<file path="config.mk">
export PLATFORM = sky130hd
export DESIGN_NAME = weighted_term_frequency_scorer
export DESIGN_NICKNAME = d
export VERILOG_FILES = /design/src/design/wtfs_pkg.sv /design/src/design/wtfs_cell.sv /design/src/design/wtfs_accum.sv /design/src/design/weighted_term_frequency_scorer.sv
export SDC_FILE = /design/constraint.sdc
export NUM_CORES = 1
export LEC_CHECK = 0
export BUFFER_PORTS_ARGS = -buffer_cell sky130_fd_sc_hd__buf_2
export CORE_MARGIN = 8
export CORE_UTILIZATION = 40
export CTS_CLUSTER_SIZE = 14
export DETAILED_ROUTE_END_ITERATION = 12
export SYNTH_ARGS = -nofsm -noshare
export SYNTH_HDL_FRONTEND = slang
export SYNTH_SLANG_ARGS = --single-unit
</file>
<file path="constraint.sdc">
create_clock -name clk -period 4.4 [get_ports clk]
set_input_delay 0.88 -clock clk [delete_from_list [all_inputs] [get_ports clk]]
set_output_delay 0.88 -clock clk [all_outputs]
set_load 0.005 [all_outputs]
</file>
<file path="src/design/wtfs_pkg.sv">
// Shared types, register codes and defaults for the weighted term frequency scorer.
// No dependencies; imported by every module of the block.
`default_nettype none

package wtfs_pkg;

  localparam int MAX_TERM_DEF   = 16;
  localparam int SCORE_BITS_DEF = 32;
  localparam int CFG_IDX_W      = 4;
  localparam int CFG_DATA_W     = 64;
  localparam int TERM_LEN_W     = 5;
  localparam int WEIGHT_W       = 8;
  localparam int CHAR_W         = 8;
  localparam int OUT_SCORE_W    = 32;

  localparam logic [TERM_LEN_W-1:0] TERM_LEN_RST     = 5'd1;
  localparam logic [WEIGHT_W-1:0]   W_TITLE_RST      = 8'd16;
  localparam logic [WEIGHT_W-1:0]   W_DOMAIN_RST     = 8'd8;
  localparam logic [WEIGHT_W-1:0]   W_KEYWORD_RST    = 8'd4;
  localparam logic [WEIGHT_W-1:0]   W_URL_RST        = 8'd2;
  localparam logic [WEIGHT_W-1:0]   W_TEXT_RST       = 8'd1;

  typedef enum logic [CFG_IDX_W-1:0] {
    CFG_TERM_LO    = 4'd0,
    CFG_TERM_HI    = 4'd1,
    CFG_TERM_LEN   = 4'd2,
    CFG_W_TITLE    = 4'd3,
    CFG_W_DOMAIN   = 4'd4,
    CFG_W_KEYWORD  = 4'd5,
    CFG_W_URL      = 4'd6,
    CFG_W_TEXT     = 4'd7
  } cfg_reg_t;

  typedef enum logic [1:0] {
    KIND_TITLE   = 2'd0,
    KIND_URL     = 2'd1,
    KIND_KEYWORD = 2'd2,
    KIND_TEXT    = 2'd3
  } field_kind_t;

  typedef struct packed {
    logic shift;
    logic restart;
  } cell_ctl_t;

  typedef struct packed {
    logic        valid;
    logic        hit;
    field_kind_t kind;
    logic        page_end;
  } score_item_t;

  typedef struct packed {
    logic [WEIGHT_W-1:0] title;
    logic [WEIGHT_W-1:0] domain;
    logic [WEIGHT_W-1:0] keyword;
    logic [WEIGHT_W-1:0] url;
    logic [WEIGHT_W-1:0] text;
  } weights_t;

endpackage

`default_nettype wire

</file>
<file path="src/design/wtfs_cell.sv">
// One cell of the prefix match chain: holds whether the term prefix ending at
// this cell's byte matched the newest bytes. Depends on wtfs_pkg.
`default_nettype none

module wtfs_cell
  import wtfs_pkg::*;
(
  input  wire logic              clk,
  input  wire logic              rst_n,
  input  wire cell_ctl_t         ctl,
  input  wire logic [CHAR_W-1:0] in_char,
  input  wire logic [CHAR_W-1:0] term_char,
  input  wire logic              prev_match,
  input  wire logic              last,
  output logic                   match_r,
  output logic                   hit
);

  logic match_nxt;

  assign match_nxt = prev_match & (in_char == term_char);
  assign hit       = match_nxt & last;

  always_ff @(posedge clk) begin
    if (!rst_n) begin
      match_r <= 1'b0;
    end else if (ctl.shift) begin
      match_r <= ctl.restart ? 1'b0 : match_nxt;
    end
  end

endmodule

`default_nettype wire

</file>
<file path="src/design/wtfs_accum.sv">
// Saturating score accumulator and output register.
// Depends on wtfs_pkg; fed by the match stage of the top level.
`default_nettype none

module wtfs_accum
  import wtfs_pkg::*;
#(
  parameter int SCORE_BITS = SCORE_BITS_DEF
) (
  input  wire logic                   clk,
  input  wire logic                   rst_n,
  input  wire score_item_t            item,
  input  wire weights_t               weights,
  input  wire logic                   out_ready,
  output logic                        hold,
  output logic                        out_valid,
  output logic [OUT_SCORE_W-1:0]      out_page_score,
  output logic                        out_score_saturated
);

  localparam logic [SCORE_BITS-1:0] SCORE_MAX = '1;

  logic [SCORE_BITS-1:0] total_r;
  logic [SCORE_BITS-1:0] total_nxt;
  logic [SCORE_BITS:0]   sum;
  logic [WEIGHT_W:0]     weight;
  logic [OUT_SCORE_W-1:0] score_out;
  logic                  go;
  logic                  out_valid_r;
  logic [OUT_SCORE_W-1:0] score_r;
  logic                  sat_r;

  always_comb begin
    unique case (item.kind)
      KIND_TITLE:   weight = {1'b0, weights.title};
      KIND_URL:     weight = {1'b0, weights.domain} + {1'b0, weights.url};
      KIND_KEYWORD: weight = {1'b0, weights.keyword};
      KIND_TEXT:    weight = {1'b0, weights.text};
    endcase
  end

  assign sum = {1'b0, total_r} + (SCORE_BITS+1)'(weight);

  always_comb begin
    total_nxt = total_r;
    if (item.hit) begin
      total_nxt = sum[SCORE_BITS] ? SCORE_MAX : sum[SCORE_BITS-1:0];
    end
  end

  generate
    if (SCORE_BITS >= OUT_SCORE_W) begin : g_trunc
      assign score_out = total_nxt[OUT_SCORE_W-1:0];
    end else begin : g_ext
      assign score_out = {{(OUT_SCORE_W-SCORE_BITS){1'b0}}, total_nxt};
    end
  endgenerate

  assign hold = item.valid & item.page_end & out_valid_r & ~out_ready;
  assign go   = item.valid & ~hold;

  always_ff @(posedge clk) begin
    if (!rst_n) begin
      total_r     <= '0;
      out_valid_r <= 1'b0;
    end else begin
      if (go) begin
        total_r <= item.page_end ? '0 : total_nxt;
      end
      if (go && item.page_end) begin
        out_valid_r <= 1'b1;
      end else if (out_ready) begin
        out_valid_r <= 1'b0;
      end
    end
  end

  always_ff @(posedge clk) begin
    if (go && item.page_end) begin
      score_r <= score_out;
      sat_r   <= (total_nxt == SCORE_MAX);
    end
  end

  assign out_valid           = out_valid_r;
  assign out_page_score      = score_r;
  assign out_score_saturated = sat_r;

endmodule

`default_nettype wire

</file>
<file path="src/design/weighted_term_frequency_scorer.sv">
// A page's score is registered once its page end item leaves the match stage.
// Throughput: one item per cycle; each byte is compared in every cell of the chain at once
// and its weight added after the match stage. in_ready drops only while a page end item
// waits behind a score that has not been taken.
// Reset: synchronous, active low; registers return to their defaults, score and chain clear.
// Depends on wtfs_pkg, wtfs_cell and wtfs_accum.
`default_nettype none

module weighted_term_frequency_scorer
  import wtfs_pkg::*;
#(
  parameter int MAX_TERM   = MAX_TERM_DEF,
  parameter int SCORE_BITS = SCORE_BITS_DEF
) (
  input  wire logic                   clk,
  input  wire logic                   rst_n,
  input  wire logic                   in_valid,
  output logic                        in_ready,
  input  wire logic [CHAR_W-1:0]      in_character,
  input  wire logic [1:0]             in_field_kind,
  input  wire logic                   in_string_end,
  input  wire logic                   in_page_end,
  output logic                        out_valid,
  input  wire logic                   out_ready,
  output logic [OUT_SCORE_W-1:0]      out_page_score,
  output logic                        out_score_saturated,
  input  wire logic                   cfg_valid,
  output logic                        cfg_ready,
  input  wire logic [CFG_IDX_W-1:0]   cfg_index,
  input  wire logic [CFG_DATA_W-1:0]  cfg_data
);

  localparam int LW = $clog2(MAX_TERM + 1);
  localparam int CW = (LW > TERM_LEN_W) ? LW : TERM_LEN_W;
  localparam int BW = $clog2(MAX_TERM);

  logic [CFG_DATA_W-1:0] term_lo_r;
  logic [CFG_DATA_W-1:0] term_hi_r;
  logic [TERM_LEN_W-1:0] term_len_r;
  weights_t              weights_r;

  logic [CW-1:0]         len_ext;
  logic [CW-1:0]         len_c;
  logic [MAX_TERM:0]     chain;
  logic [MAX_TERM-1:0]   is_last;
  logic [MAX_TERM-1:0]   hit_vec;
  logic                  hit_gated;
  logic                  accept;
  logic                  hold;
  cell_ctl_t             cell_ctl;
  logic [BW-1:0]         block_r;
  logic [BW-1:0]         block_nxt;
  score_item_t           item_r;

  assign cfg_ready = 1'b1;

  always_ff @(posedge clk) begin
    if (!rst_n) begin
      term_lo_r         <= '0;
      term_hi_r         <= '0;
      term_len_r        <= TERM_LEN_RST;
      weights_r.title   <= W_TITLE_RST;
      weights_r.domain  <= W_DOMAIN_RST;
      weights_r.keyword <= W_KEYWORD_RST;
      weights_r.url     <= W_URL_RST;
      weights_r.text    <= W_TEXT_RST;
    end else if (cfg_valid) begin
      unique case (cfg_reg_t'(cfg_index))
        CFG_TERM_LO:   term_lo_r         <= cfg_data;
        CFG_TERM_HI:   term_hi_r         <= cfg_data;
        CFG_TERM_LEN:  term_len_r        <= cfg_data[TERM_LEN_W-1:0];
        CFG_W_TITLE:   weights_r.title   <= cfg_data[WEIGHT_W-1:0];
        CFG_W_DOMAIN:  weights_r.domain  <= cfg_data[WEIGHT_W-1:0];
        CFG_W_KEYWORD: weights_r.keyword <= cfg_data[WEIGHT_W-1:0];
        CFG_W_URL:     weights_r.url     <= cfg_data[WEIGHT_W-1:0];
        CFG_W_TEXT:    weights_r.text    <= cfg_data[WEIGHT_W-1:0];
        default: ;
      endcase
    end
  end

  assign len_ext = CW'(term_len_r);
  assign len_c   = (len_ext > CW'(MAX_TERM)) ? CW'(MAX_TERM) : len_ext;

  assign in_ready         = ~hold;
  assign accept           = in_valid & in_ready;
  assign cell_ctl.shift   = accept;
  assign cell_ctl.restart = in_string_end | in_page_end;
  assign chain[0]         = 1'b1;

  generate
    for (genvar k = 0; k < MAX_TERM; k++) begin : g_cell
      logic [CHAR_W-1:0] term_char;
      if (k < 8) begin : g_lo
        assign term_char = term_lo_r[8*k +: 8];
      end else if (k < 16) begin : g_hi
        assign term_char = term_hi_r[8*(k-8) +: 8];
      end else begin : g_zero
        assign term_char = '0;
      end
      assign is_last[k] = (len_c == CW'(k + 1));

      wtfs_cell u_cell (
        .clk        (clk),
        .rst_n      (rst_n),
        .ctl        (cell_ctl),
        .in_char    (in_character),
        .term_char  (term_char),
        .prev_match (chain[k]),
        .last       (is_last[k]),
        .match_r    (chain[k+1]),
        .hit        (hit_vec[k])
      );
    end
  endgenerate

  assign hit_gated = (|hit_vec) & (block_r == '0);

  always_comb begin
    block_nxt = block_r;
    if (cell_ctl.restart) begin
      block_nxt = '0;
    end else if (block_r != '0) begin
      block_nxt = block_r - 1'b1;
    end else if (hit_gated) begin
      block_nxt = BW'(len_c - 1'b1);
    end
  end

  always_ff @(posedge clk) begin
    if (!rst_n) begin
      block_r <= '0;
      item_r  <= '0;
    end else begin
      if (accept) begin
        block_r <= block_nxt;
      end
      if (in_ready) begin
        item_r.valid    <= accept;
        item_r.hit      <= hit_gated;
        item_r.kind     <= field_kind_t'(in_field_kind);
        item_r.page_end <= in_page_end;
      end
    end
  end

  wtfs_accum #(
    .SCORE_BITS (SCORE_BITS)
  ) u_accum (
    .clk                 (clk),
    .rst_n               (rst_n),
    .item                (item_r),
    .weights             (weights_r),
    .out_ready           (out_ready),
    .hold                (hold),
    .out_valid           (out_valid),
    .out_page_score      (out_page_score),
    .out_score_saturated (out_score_saturated)
  );

endmodule

`default_nettype wire

</file>
* Yosys cells after proc, flatten, opt, wreduce, memory -nomap -nowiden *
Cells that the tools add are included.

operators by class
  $add $sub $neg = 4
  $lt $le $gt $ge = 1
  equality and inequality tests = 43
  mux-type cells = 25
  bitwise operators = 40
  reductions and logical operators = 17

operators by type and width
  operator              number
  $eq 8x8->1            16
  $mux 32               3
  $eq 5x4->1 const B    8
  $and 1x1->1           37
  $pmux 9 s4            1
  $add 32x9->33         1
  $eq 32x32->1 const B  1
  $eq 5x3->1 const B    4
  $reduce_and 2->1      9
  $mux 1                17
  $eq 4x3->1 const B    4
  $reduce_or 16->1      1
  $mux 4                3
  $eq 5x2->1 const B    2
  $add 8x8->9           1
  $eq 4x2->1 const B    2
  $logic_not 4->1       2
  $sub 4x1->4 const B   2
  $eq 5x1->1 const B    1
  $eq 5x5->1 const B    1
  $gt 5x5->1 const B    1
  $mux 5                1
  $eq 2x2->1 const B    2
  $eq 4x1->1 const B    1
  other kinds (8)       9

storage, ports and cells
  flip-flop bits (word level) = 263
  input port bits = 85
  output and inout port bits = 36
  logic and storage cells = 162

* Logic depth before layout (Yosys ltp) *
Gate-level depths: netlist of run 1.

  depth after elaboration = 9
  mapped depth = 21
  gate-level depth less buffers = 20

* Hierarchy *
From an unflattened synthesis of run 1, not the netlist that was laid out.

unflattened totals
  cells, all modules = 1500
  area, all modules = 13001.2 um2

modules (own cells, without submodules)
  module                          instances  cells each  area an instance (um2)  sequential area each (um2)
  weighted_term_frequency_scorer  1          809         6688.9                  3643.5
  wtfs_accum                      1          419         4090.2                  1651.6
  wtfs_cell                       16         17          138.9                   20.0

* Worst setup path before layout of run 1 *
Ideal clock, no wire load.

  kind = register to register
  start = register weights_r[8] (netlist bit)
  end = register u_accum.sat_r, in the netlist u_accum.out_score_saturated, data pin
  library setup time = 0.170 ns
  data arrival time = 4.664 ns
  slack = -0.434 ns
  stages on the path, launching flop included = 22
  period minus slack after synthesis = 4.834 ns
  cells stage by stage = dfxtp_1 ha_1 inv_1 fa_1 nor2b_1 o21ai_0 a21boi_0 o21a_1 nor2_1 xnor2_1 mux4_2 ha_1 buf_2 nand3_1 a2111oi_0 nor3_1 or3_1 buf_6 a31oi_4 and4_1 nand4_1 nor4_2

on the way
  longest elaborated chain between the ends = 6

ends and longest elaborated chain
  what                      RTL line                              RTL
  start, declared           weighted_term_frequency_scorer.sv:40  weights_t weights_r;
  $add 8x8->9               wtfs_accum.sv:36                      KIND_URL: weight = {1'b0, weights.domain} + {1'b0, weights.url};
  $pmux 9 s4                wtfs_accum.sv:34                      unique case (item.kind)
  $add 32x9->33             wtfs_accum.sv:42                      assign sum = {1'b0, total_r} + (SCORE_BITS+1)'(weight);
  $mux 32                   wtfs_accum.sv:47                      total_nxt = sum[SCORE_BITS] ? SCORE_MAX : sum[SCORE_BITS-1:0];
  $mux 32                   wtfs_accum.sv:46                      if (item.hit) begin
  via u_accum.score_out[1]  wtfs_accum.sv:27                      logic [OUT_SCORE_W-1:0] score_out;
  $eq 32x32->1              wtfs_accum.sv:81                      sat_r <= (total_nxt == SCORE_MAX);
  end signal, assigned      wtfs_accum.sv:81
  end, declared             wtfs_accum.sv:31                      logic sat_r;

The timed path passes the listed nets, and every way through them passes these cells.
A chain may end at the register's enable or synchronous reset.

* Worst setup path after layout of run 1 *
  start = register weights_r[24] (netlist bit)
  end = register u_accum.sat_r, in the netlist u_accum.out_score_saturated, data pin

The elaborated chain is that of the path after synthesis.

==> results by group, run 1 <==
Synth
  • Synth Flop Type: dfxtp_1
  • Post-Syn Area: approximately 13000 um^2
  • Ys Warns: 0
  • Post-synth top area cell: dfxtp_1
  • Post-synth EDFFs: 33
  • Commonest cells in the netlist: nand2_1 (319), dfxtp_1 (230), a21boi_0 (137), xnor2_1 (94), nor2b_1 (81)
  • Synth area leaders: dfxtp_1 (35%), nand2_1 (9.1%), a21boi_0 (7.8%)
  • Syn avg cell area: approximately 9 um^2
  • Syn Inst Count: approximately 1500
  • Sequential fraction of the synthesis area: 42.5%
  • Post-Synth Simple-Gate Area: between 20% and 30%
  • Synth Area in Adders: 2.01%
  • Synth Register Bits: 263
  • Post-Syn Nets: 1592
  • Mux cell area share after synthesis: under 10%
  • Top-count cell post-synth: nand2_1
  • Xor/xnor cell area share of the yosys netlist: 9.70%
  • Synth cell types: 66
  • Top-area cell type share of the netlist area: 34.9%
  • Compound-gate portion of the synthesized area: 14.6%
  • Largest family of logic cells by synthesized area: simple AND/OR/NAND/NOR gates
  • Asr flop ratio synth: 0%

Clock network
  • Worst-skew pair later-pin latency: roughly 0.55 ns
  • Clock Path Buffers: 3
  • CTS tree: built
  • CTS Hold Buffers Added: 0
  • Clock Root Buffer: clkbuf_16
  • CTS buffer count: 29
  • H-tree depth: 1
  • Clk sinks: 263
  • Worst-path clk slew: roughly 0.060 ns

Placement
  • Pre-CTS setup slack: -0.267 ns
  • Dpl cells: between 2000 and 2500
  • Dpl hpwl: approximately 25000 um
  • Port Buffer Count: about 120
  • Gp weighted congestion: a little under 0.9

Timing
  • Slew headroom: between 20% and 30%
  • Final period util: 97.8%
  • Max Slew Vio Count: 0
  • Setup TNS: 0 ns
  • Unrepaired setup endpoints after global routing: yes
  • Endpoints failing hold: 0
  • Final min period: ~4.3 ns
  • PnR worst setup slack: around 0.096 ns
  • Worst-margin pin slew: between 1 and 1.5 ns
  • Final setup vio count: 0
  • Clock Skews: slightly below 0.01 ns
  • Fmax: approximately 0.23 GHz

Global route
  • Gr ovfl total: 0
  • Total track usage: 18.2%
  • Largest net degree at the start of global routing: 104
  • Number of global-route vias before repair: around 11000
  • Initial antenna violation count: 2
  • First-pass GRT wire length: 58200 um

Critical path
  • Slowest cell on the critical path: mux4_2
  • Bufs and invs on worst path: 3
  • Crit end category: flip-flop
  • Family with the most delay on the worst path: simple AND/OR/NAND/NOR gates
  • Worst Path Max Fanout: 6
  • Worst path max stage delay: ~0.50 ns
  • Flop-to-flop setup slack: 0.1 ns
  • Worst R2R Start: weights_r[24]
  • Critical-path cell list: ha_4, inv_2, fa_2, nor2b_1, o21ai_1, a21boi_1, o21a_1, nor2_1, xnor2_1, mux4_2, ha_4, nand3_4, buf_6, and3_4, a311oi_2, buf_4, nand4_1, mux2i_1, and4_1, nand4_1, nor4_2
  • CP Data Arrival Time: about 4.7 ns
  • Startpoint Class: flip-flop
  • Setup crit start: weights_r[24]
  • CP Class: flip-flop to flip-flop
  • Required @ worst endpoint: roughly 4.8 ns

Detailed routing
  • Routed WL: 36200 um
  • Drt wl/cell: approximately 17 um
  • TritonRoute pass-1 iters: 7
  • Vias per inst: between 5 and 6
  • Remaining DRCs: 0
  • Final ANT Viol Nets: 0
  • Via count: 10700
  • Initial detailed-routing violation count: 653

Power and ir drop
  • Pleak: 5.68 nW
  • Pwr/cell area: between 300 and 400 nW/um^2
  • Worst vdd ir: about 0.00027 V

Min path
  • Hold Path Class: flip-flop to flip-flop
  • Hold Path Origin: g_cell[3].u_cell.match_r

Layout
  • Final net count: ~1700
  • Filler cell count: 3169
  • Multi-input logic area: slightly above 7000 um^2
  • Layout cell share with drive strength beyond 1: between 10% and 20%
  • P&R area growth vs syn: 18.7%
  • Non-filler cells, final: approximately 2100
  • Register area: 5600 um^2

Floorplanning
  • Full die area: ~39000 um^2
  • Die width: about 200 um
  • Initial Util: about 40%
  • Die height: approximately 200 um
  • Ports: about 120
  • Core area: around 32000 um^2
  • # rows: 66

Job
  • Max Cap Violations: 0

Run status
  • Status: complete, no violations
==> cells in the final DEF (no fill, tap or decap), types with 5 or more instances in the layout <==
master and n:
mux2i_1 50, edfxtp_1 33, clkbuf_16 29, nor4_1 17, mux4_2 8, inv_1 17, and4_1 6, nor3_1 20
nand3b_1 5, nand3_1 40, nor2b_1 81, and2_1 13, a21oi_1 25, xnor2_1 94, a21boi_0 136, nand4_1 29
o21ai_0 17, mux2_2 5, buf_2 118, clkbuf_1 11, clkinv_2 5, and3_1 9, dfxtp_1 228, a31oi_1 7
xor2_1 52, ha_1 15, nor2_1 28, a22oi_1 33, buf_4 74, nand2_1 317
==> metrics by stage <==
step / utilization, % / power [mW] / cell area (um^2) / hold WS, ns
3_3_place_gp: 44.7 / 2.87 / 14500 / 0.448
2_1_floorplan: - / 2.74 / 13200 / 0.436
4_1_cts: 47.9 / 5.35 / 15500 / 0.464
6_report: 48.2 / 5.29 / 15600 / 0.460
5_1_grt: 48.2 / 5.47 / 15600 / 0.487
3_5_place_dp: 44.7 / 2.88 / 14500 / 0.454
==> flip-flops by register name, summed over array words and instances, names as in the netlist, 4 cells and up <==
name	cells
block_r	4
term_lo_r	64
weights_r	40
g_cell.u_cell.match_r	15
item_r	5
len_ext	5
u_accum.total_r	32
u_accum.out_page_score	32
term_hi_r	64
==> layout make-up <==
class | instances | share of cell area (%)
clock inverter | 12 | 1.03
antenna | 1 | 0.0160
timing repair buffer | 196 | 7.67
inverter | 19 | 0.456
clock buffer | 42 | 5.08
multi-input combinational | 1098 | 46.4
sequential | 263 | 35.8
tap | 442 | 3.54
==> report_power, final <==
group	internal (mW)	switching, mW
Combinational	0.148	0.207
Sequential	2.45	0.0172
Clock	1.48	0.984
Total	4.08	1.21
==> routing by layer <==
metal / share of wire [%] / track usage (%) / vias up
li1: - / - / 5331
met1: 46 / 23.6 / 5104
met2: 48 / 31.6 / 221
met3: 4.3 / 2.66 / 51
met4: 1.7 / 3.95 / 2
met5: 0.030 / 0 / -
==> kinds of logic (layout without fill, tap and decap cells) <==
logic type	Yosys count	after routing
and+or+nand+nor	601	601
buffers and inverters	126	269
adders and majority gates	20	20
AOI/OAI and AO/OA	266	266
muxes	64	64
other	1	2
DFF	263	263
xor gates and xnor gates	146	146
==> worst register-to-register path, cell delays in order, from the launching register on <==
cell and delay, ns:
dfxtp_2 0.36, ha_4 0.15, inv_2 0.04, fa_2 0.35
nor2b_1 0.13, o21ai_1 0.08, a21boi_1 0.18, o21a_1 0.16
nor2_1 0.05, xnor2_1 0.12, mux4_2 0.50, ha_4 0.31
nand3_4 0.09, buf_6 0.15, and3_4 0.19, a311oi_2 0.19
buf_4 0.19, nand4_1 0.13, mux2i_1 0.23, and4_1 0.23
nand4_1 0.10, nor4_2 0.22
==> worst paths after layout <==
check	endpoint	cells past startpoint
worst min-delay path	g_cell[3].u_cell.match_r	2
worst max register to register	u_accum.out_score_saturated	21
worst max-delay path	u_accum.out_score_saturated	21
worst min register to register	g_cell[3].u_cell.match_r	2
==> timing repair <==
action                                  4_1_cts  5_1_grt
resized for setup                            13       20
setup buffers                                 1        3
pin swaps                                    11        7
endpoints found under the setup margin       13       21
No activity file was read; power rests on OpenSTA's default activity.
==> inputs of run 2 (changes only) <==
--- a/config.mk
+++ b/config.mk
@@ -10,6 +10,7 @@
 export CORE_UTILIZATION = 40
 export CTS_CLUSTER_SIZE = 14
 export DETAILED_ROUTE_END_ITERATION = 12
+export RECOVER_POWER = 50
 export SYNTH_ARGS = -nofsm -noshare
 export SYNTH_HDL_FRONTEND = slang
 export SYNTH_SLANG_ARGS = --single-unit
==> run 2 against run 1 <==
Effect of this change: the run now ends with max-capacitance violations, max-slew violations left; total power hardly changed; global-route usage is the same; setup slack got worse by 0.014 ns; cell count stayed put; sequential share of layout area increased by 0.16 points; die area is the same; sequential power about the same; critical path depth did not move; flip-flop and latch count stayed put; design area decreased by 0.46%; via count barely moved; clock skew up 0.0013 ns; critical endpoint unchanged; largest cell class unchanged.
==> results by group, run 2 (synthesized netlist as in run 1, its figures left out) <==
Detailed routing
  • Vias per inst: 5.17 (about the same)
  • Routed WL: 36200 um (about the same)
  • Remaining DRCs: 0 (unchanged)
  • Drt wl/cell: 17.5 um (about the same)
  • TritonRoute pass-1 iters: 5 (-2)
  • Initial detailed-routing violation count: 594 (-9.0%)
  • Via count: 10700 (+0.028%)
  • Final ANT Viol Nets: 0 (unchanged)

Critical path
  • Critical-path cell list: ha_4, inv_2, fa_2, nor2b_1, o21ai_1, a21boi_1, o21a_1, nor2_1, xnor2_1, mux4_2, ha_4, nand3_4, buf_6, and3_4, a311oi_2, buf_4, nand4_1, mux2i_1, and4_1, nand4_1, nor4_2
  • Slowest cell on the critical path: mux4_2
  • Startpoint Class: flip-flop
  • Crit end category: flip-flop
  • Worst R2R Start: weights_r[24]
  • Worst Path Max Fanout: 6 (unchanged)
  • Reg2reg end: u_accum.out_score_saturated
  • CP Class: flip-flop to flip-flop
  • Flop-to-flop setup slack: 0.08 ns (about the same)
  • Worst Reg2Reg Path Length in Cells: 21 (unchanged)
  • Worst path max stage delay: 0.50 ns (about the same)
  • CP Data Arrival Time: 4.70 ns (+0.02 ns)
  • Required @ worst endpoint: 4.78 ns (about the same)

Timing
  • Final min period: 4.32 ns (+0.0143 ns)
  • Final setup vio count: 0 (unchanged)
  • Endpoints failing hold: 0 (unchanged)
  • Unrepaired setup endpoints after global routing: yes
  • Worst-margin pin slew: 1.87 ns (+0.732 ns)
  • Final period util: 98.1% (+0.33 points)
  • Fmax: 0.232 GHz (-0.33%)
  • Clock Skews: 0.0110 ns (+0.00132 ns)
  • Max Slew Vio Count: 203 (+203)
  • Slew headroom: -24.4% (-48 points)

Layout
  • Commonest cells after routing, fill and taps aside: nand2_1 (317), dfxtp_1 (228), a21boi_0 (136), xnor2_1 (94), buf_2 (91)
  • Filler cell count: 3184 (+0.47%)
  • P&R area growth vs syn: 18.2%
  • Final net count: 1712 (unchanged)
  • Fin util: 48.0% (-0.22 points)
  • Largest regs: term_hi_r x64, term_lo_r x64, weights_r x40
  • Most common cell after layout, fill and taps aside: nand2_1
  • Layout cell share with drive strength beyond 1: 15.8% (-2.0 points)

Floorplanning
  • Core area: 32500 um^2 (unchanged)
  • Die width: 198 um (unchanged)
  • # rows: 66 (unchanged)
  • Die height: 198 um (unchanged)
  • Initial Util: 40.6% (unchanged)
  • Ports: 121 (unchanged)
  • Full die area: 39000 um^2 (unchanged)

Global route
  • Initial antenna violation count: 2 (unchanged)
  • First-pass GRT wire length: 58200 um (unchanged)
  • Gr ovfl total: 0 (unchanged)
  • Largest net degree at the start of global routing: 104 (unchanged)
  • Total track usage: 18.2% (unchanged)
  • Number of global-route vias before repair: 10700 (unchanged)

Clock network
  • CTS buffer count: 29 (unchanged)
  • Worst-skew pair later-pin latency: 0.55 ns (about the same)
  • Clk sinks: 263 (unchanged)
  • Clock Path Buffers: 3 (unchanged)
  • Clock Root Buffer: clkbuf_16
  • Worst-path clk slew: 0.06 ns (about the same)
  • H-tree depth: 1 (unchanged)
  • CTS tree: built

Power and ir drop
  • Total power: 5.28 mW (about the same)
  • Seq pwr share: 46.7% (about the same)
  • Pwr/cell area: 339 nW/um^2 (+0.39%)
  • Comb pwr share: 6.7% (about the same)
  • Power Internal: 4.08 mW (about the same)
  • Clock share of power: 46.6% (about the same)
  • Worst vdd ir: 0.000275 V (+0.37%)
  • Pleak: 5.57 nW (-2.1%)
  • NetSw: 1.20 mW (-0.35%)
  • Sw Ratio: 22.8% (-0.063 points)

Job
  • Max Cap Violations: 3 (+3)

Placement
  • Gp weighted congestion: 0.883 (unchanged)
  • Port Buffer Count: 119 (unchanged)
  • Dpl hpwl: 24700 um (unchanged)

Run status
  • Status: complete, but fails checks
  • Failing checks: max-capacitance violations, max-slew violations

Min path
  • Hold EP: g_cell[3].u_cell.match_r
  • Worst hold stages: 2 (unchanged)
  • Hold Path Class: flip-flop to flip-flop
  • Hold Path Origin: g_cell[3].u_cell.match_r
-- run 2: changes by cell type in the layout (fill, tap and decap cells not counted), moves of 4 or more --
cell / change
buf_2: -27
buf_4: -7
clkbuf_1: +31
clkbuf_2: +4
-- run 2: stage by stage --
| step | hold slack (ns) | std cells | worst slack, ns | TNS [ns] | area [um^2] |
|---|---|---|---|---|---|
| 2_1_floorplan | 0.436 | 1487 | 0.0237 | 0 | 13200 |
| 3_5_place_dp | 0.454 | 2014 | -0.267 | -0.584 | 14500 |
| 5_1_grt | 0.492 | 2073 | -0.148 | -0.258 | 15600 |
| 4_1_cts | 0.464 | 2069 | 0.0181 | 0 | 15500 |
| 6_report | 0.464 | 2073 | 0.0819 | 0 | 15600 |
| 3_3_place_gp | 0.448 | 2014 | -0.142 | -0.160 | 14500 |
-- run 2: layout make-up --
class / instances / area, um^2 / share of cell area (%)
sequential: 263 / 5600 / 35.9
tap: 442 / 553 / 3.55
clock buffer: 42 / 795 / 5.10
antenna: 1 / 2.50 / 0.0161
multi-input combinational: 1098 / 7260 / 46.6
inverter: 19 / 71.3 / 0.458
clock inverter: 12 / 161 / 1.04
timing repair buffer: 196 / 1130 / 7.25
-- run 2: what timing repair did --
item	in CTS	in global routing
endpoints found under the hold margin	0	0
setup buffers	1	3
pin swaps	11	7
setup endpoints to repair	13	21
resized for setup	13	20
hold buffers	0	0
-- run 2: power by group through the flow --
stage	registers, mW	clock network [mW]	logic [mW]
finish	2.47	2.46	0.354
global placement	2.52	0	0.354
floorplan	2.51	0	0.226
global route	2.47	2.61	0.389
CTS	2.47	2.52	0.357
detailed placement	2.52	0	0.355
-- run 2: worst max-delay path by stage --
stage                     cells after the start                     endpoint     startpoint  slack (ns)
after floorplan                              21  u_accum.out_score_saturated   weights_r[8]        0.02
after global placement                       20  u_accum.out_score_saturated   weights_r[8]       -0.14
after detailed placement                     20  u_accum.out_score_saturated  weights_r[24]       -0.27
after CTS                                    19  u_accum.out_score_saturated  weights_r[24]        0.02
after global routing                         20  u_accum.out_score_saturated  weights_r[24]       -0.15
final                                        21  u_accum.out_score_saturated  weights_r[24]        0.08
-- run 2: worst max-delay path: cells and delay by family (launching register included) --
| family | cells | cell delay (ns) |
|---|---|---|
| compound gates | 4 | 0.61 |
| xor+xnor | 1 | 0.12 |
| fa+ha+maj | 3 | 0.81 |
| buf+inv | 3 | 0.37 |
| flops | 1 | 0.36 |
| mux | 2 | 0.73 |
| simple gates | 8 | 1.14 |
-- run 2: routing by layer --
| metal | up-vias | global-route usage, % | share of wire [%] |
|---|---|---|---|
| li1 | 5330 | - | - |
| met3 | 56 | 2.66 | 4.0 |
| met4 | 2 | 3.95 | 1.8 |
| met5 | - | 0 | 0.030 |
| met1 | 5112 | 23.6 | 46 |
| met2 | 212 | 31.6 | 48 |
==> inputs of run 3 (changes only) <==
--- a/config.mk
+++ b/config.mk
@@ -13,4 +13,5 @@
 export RECOVER_POWER = 50
 export SYNTH_ARGS = -nofsm -noshare
 export SYNTH_HDL_FRONTEND = slang
+export SYNTH_HIERARCHICAL = 1
 export SYNTH_SLANG_ARGS = --single-unit
==> run 3 against run 2 <==
Effect of this change: the run ends with max-capacitance violations, max-slew violations, negative setup slack left; register-to-register slack got worse by 0.18 ns; wire length fell by 0.63%; design area fell by 0.32%; area after synthesis fell by 1.7%; critical path depth did not move; clock skew rose by 0.0049 ns; die area fell by 1.5%; via count rose by 1.9%; first-iteration DRC count rose by 13%; core utilization rose by 0.21 points; synthesized cell count rose by 0.61%; highest routed layer unchanged.
==> results by group, run 3 <==
Layout
  • Largest regs: term_hi_r x64, term_lo_r x64, weights_r x40
  • Filler cell count: 3188 (+0.13%)
  • Layout cell share with drive strength beyond 1: 20.3% (+4.4 points)
  • Multi-input logic area: 7080 um^2 (-2.6%)
  • P&R area growth vs syn: 19.8%
  • Register area: 5600 um^2 (about the same)
  • Commonest cells after routing, fill and taps aside: nand2_1 (322), dfxtp_1 (227), a21oi_1 (144), xor2_1 (122), buf_2 (118)
  • Non-filler cells, final: 2081 (+0.39%)
  • Most common cell after layout, fill and taps aside: nand2_1
  • Final net count: 1754 (+2.5%)
  • Cell area after layout: 15500 um^2 (-0.32%)
  • Fin util: 48.2% (+0.21 points)

Timing
  • Slew headroom: -114% (-90 points)
  • PnR worst setup slack: -0.0969 ns (-0.179 ns)
  • Final min period: 4.50 ns (+0.179 ns)
  • Max Slew Vio Count: 193 (-4.9%)
  • Worst-margin pin slew: 3.21 ns (+1.34 ns)
  • Clock Skews: 0.0158 ns (+0.00487 ns)
  • Endpoints failing hold: 0 (unchanged)
  • Setup TNS: -0.140 ns (-0.140 ns)
  • Final setup vio count: 3 (+3)
  • Unrepaired setup endpoints after global routing: yes
  • Fmax: 0.222 GHz (-4.0%)
  • Final period util: 102% (+4.1 points)

Critical path
  • Startpoint Class: flip-flop
  • Required @ worst endpoint: 4.71 ns (-0.07 ns)
  • Critical-path cell list: ha_4, inv_2, fa_2, nor2b_2, o21ai_2, a21boi_2, o21ai_1, nand2b_1, xor2_1, mux4_2, ha_4, and3_4, a221o_2, buf_6, o211ai_1, buf_4, nand2_1, mux2_4, o211a_1, nand4_1, nor4_4
  • CP Class: flip-flop to flip-flop
  • Worst path max stage delay: 0.50 ns (about the same)
  • CP Data Arrival Time: 4.81 ns (+0.11 ns)
  • Flop-to-flop setup slack: -0.1 ns (-0.18 ns)
  • Crit end category: flip-flop
  • Worst Path Max Fanout: 5 (-1)
  • Most frequent CP cell: ha_4
  • Worst R2R Start: weights_r[8]
  • Slowest cell on the critical path: mux4_2
  • Reg2reg end: u_accum/out_score_saturated
  • Worst Reg2Reg Path Length in Cells: 21 (unchanged)

Job
  • Max Cap Violations: 3 (unchanged)

Min path
  • Hold EP: term_lo_r[17]
  • Hold Path Class: flip-flop to flip-flop
  • Hold Path Origin: term_lo_r[17]
  • Worst hold stages: 2 (unchanged)

Placement
  • Placed cell areas: 14300 um^2 (-1.5%)
  • Dpl cells: 2015 (+0.050%)
  • Port Buffer Count: 119 (unchanged)
  • Gp weighted congestion: 0.892 (+1.0%)
  • Dpl hpwl: 24500 um (-0.93%)

Floorplanning
  • Full die area: 38400 um^2 (-1.5%)
  • # rows: 66 (unchanged)
  • Core area: 32200 um^2 (-0.76%)
  • Die width: 196 um (-0.77%)
  • Ports: 121 (unchanged)
  • Die height: 196 um (-0.77%)
  • Initial Util: 40.2% (-0.37 points)

Power and ir drop
  • Comb pwr share: 6.5% (-0.2 points)
  • Sw Ratio: 24.1% (+1.3 points)
  • Pleak: 5.98 nW (+7.4%)
  • NetSw: 1.26 mW (+4.8%)
  • Power Internal: 3.98 mW (-2.5%)
  • Worst vdd ir: 0.000322 V (+17%)
  • Clock share of power: 46.3% (-0.3 points)
  • Seq pwr share: 47.2% (+0.5 points)
  • Total power: 5.24 mW (-0.83%)
  • Pwr/cell area: 338 nW/um^2 (-0.51%)

Global route
  • First-pass GRT wire length: 56700 um (-2.6%)
  • Initial antenna violation count: 1 (-1)
  • Largest net degree at the start of global routing: 93 (-11%)
  • Number of global-route vias before repair: 10400 (-2.5%)
  • Gr ovfl total: 0 (unchanged)
  • Total track usage: 18.0% (-0.18 points)

Clock network
  • Clock Path Buffers: 3 (unchanged)
  • CTS tree: built
  • Worst-skew pair later-pin latency: 0.56 ns (about the same)
  • CTS Hold Buffers Added: 0 (unchanged)
  • Clock Root Buffer: clkbuf_16
  • Worst-path clk slew: 0.07 ns (about the same)
  • CTS buffer count: 30 (+3.4%)
  • H-tree depth: 1 (unchanged)
  • Clk sinks: 263 (unchanged)

Detailed routing
  • Drt wl/cell: 17.3 um (-1.0%)
  • Vias per inst: 5.25 (+1.5%)
  • TritonRoute pass-1 iters: 4 (-1)
  • Routed WL: 36000 um (-0.63%)
  • Via count: 10900 (+1.9%)
  • Final ANT Viol Nets: 0 (unchanged)
  • Initial detailed-routing violation count: 670 (+13%)
  • Remaining DRCs: 0 (unchanged)

Synth
  • Ys Warns: 6 (+6)
  • Syn avg cell area: 8.66 um^2 (-2.3%)
  • Syn Inst Count: 1496 (+0.61%)
  • Post-Syn Area: 13000 um^2 (-1.7%)

Run status
  • Status: complete, but fails checks
  • Failing checks: max-capacitance violations, max-slew violations, negative setup slack
-- run 3: power groups by stage --
stage / logic (mW) / registers (mW) / clock network, mW
finish: 0.342 / 2.47 / 2.43
global placement: 0.338 / 2.52 / 0
floorplan: 0.183 / 2.52 / 0
detailed placement: 0.341 / 2.52 / 0
CTS: 0.344 / 2.47 / 2.47
global route: 0.374 / 2.47 / 2.57
-- run 3: area by class of cell --
cell class                 instances  share of cell area [%]
tap                              408                    3.29
timing repair buffer             200                    7.92
sequential                       263                    36.1
clock buffer                      40                    5.40
multi-input combinational       1119                    45.6
clock inverter                    14                   0.830
inverter                          36                   0.887
antenna                            1                  0.0161
-- run 3: how the worst max path moves through the flow --
stage | start | to
after global placement | weights_r[8] | u_accum/out_score_saturated
final | weights_r[8] | u_accum/out_score_saturated
after floorplan | weights_r[8] | u_accum/out_score_saturated
after global routing | weights_r[9] | u_accum/out_score_saturated
after detailed placement | weights_r[24] | u_accum/out_score_saturated
after CTS | weights_r[24] | u_accum/out_score_saturated
-- run 3: timing repair --
action                     in CTS  in global routing
setup buffers                   3                  7
cloned                          1                  0
pin swaps                      13                 21
gates resized for setup        23                 24
setup endpoints to repair      10                 22
-- run 3: per-layer routing --
layer	part of all wire, %	track usage, %
met5	0.033	0
met4	2.0	3.99
met3	4.5	2.74
met2	48	31.0
met1	46	23.5
-- run 3: critical path: cells and delay by family (launching register included) --
kind | cells | cell delay [ns]
AO/OA/AOI/OAI | 6 | 1.19
XOR/XNOR | 1 | 0.07
adder cells (fa/ha/maj) | 3 | 0.78
buffers and inverters | 3 | 0.41
flip-flops | 1 | 0.35
multiplexers | 2 | 0.78
AND/OR/NAND/NOR | 6 | 0.68
-- run 3: metrics by stage --
step / hold slack, ns / worst slack, ns
global placement: 0.452 / -0.351
floorplan: 0.436 / 0.0103
CTS: 0.468 / -0.0896
detailed placement: 0.456 / -0.446
finish: 0.464 / -0.0969
global route: 0.480 / -0.278
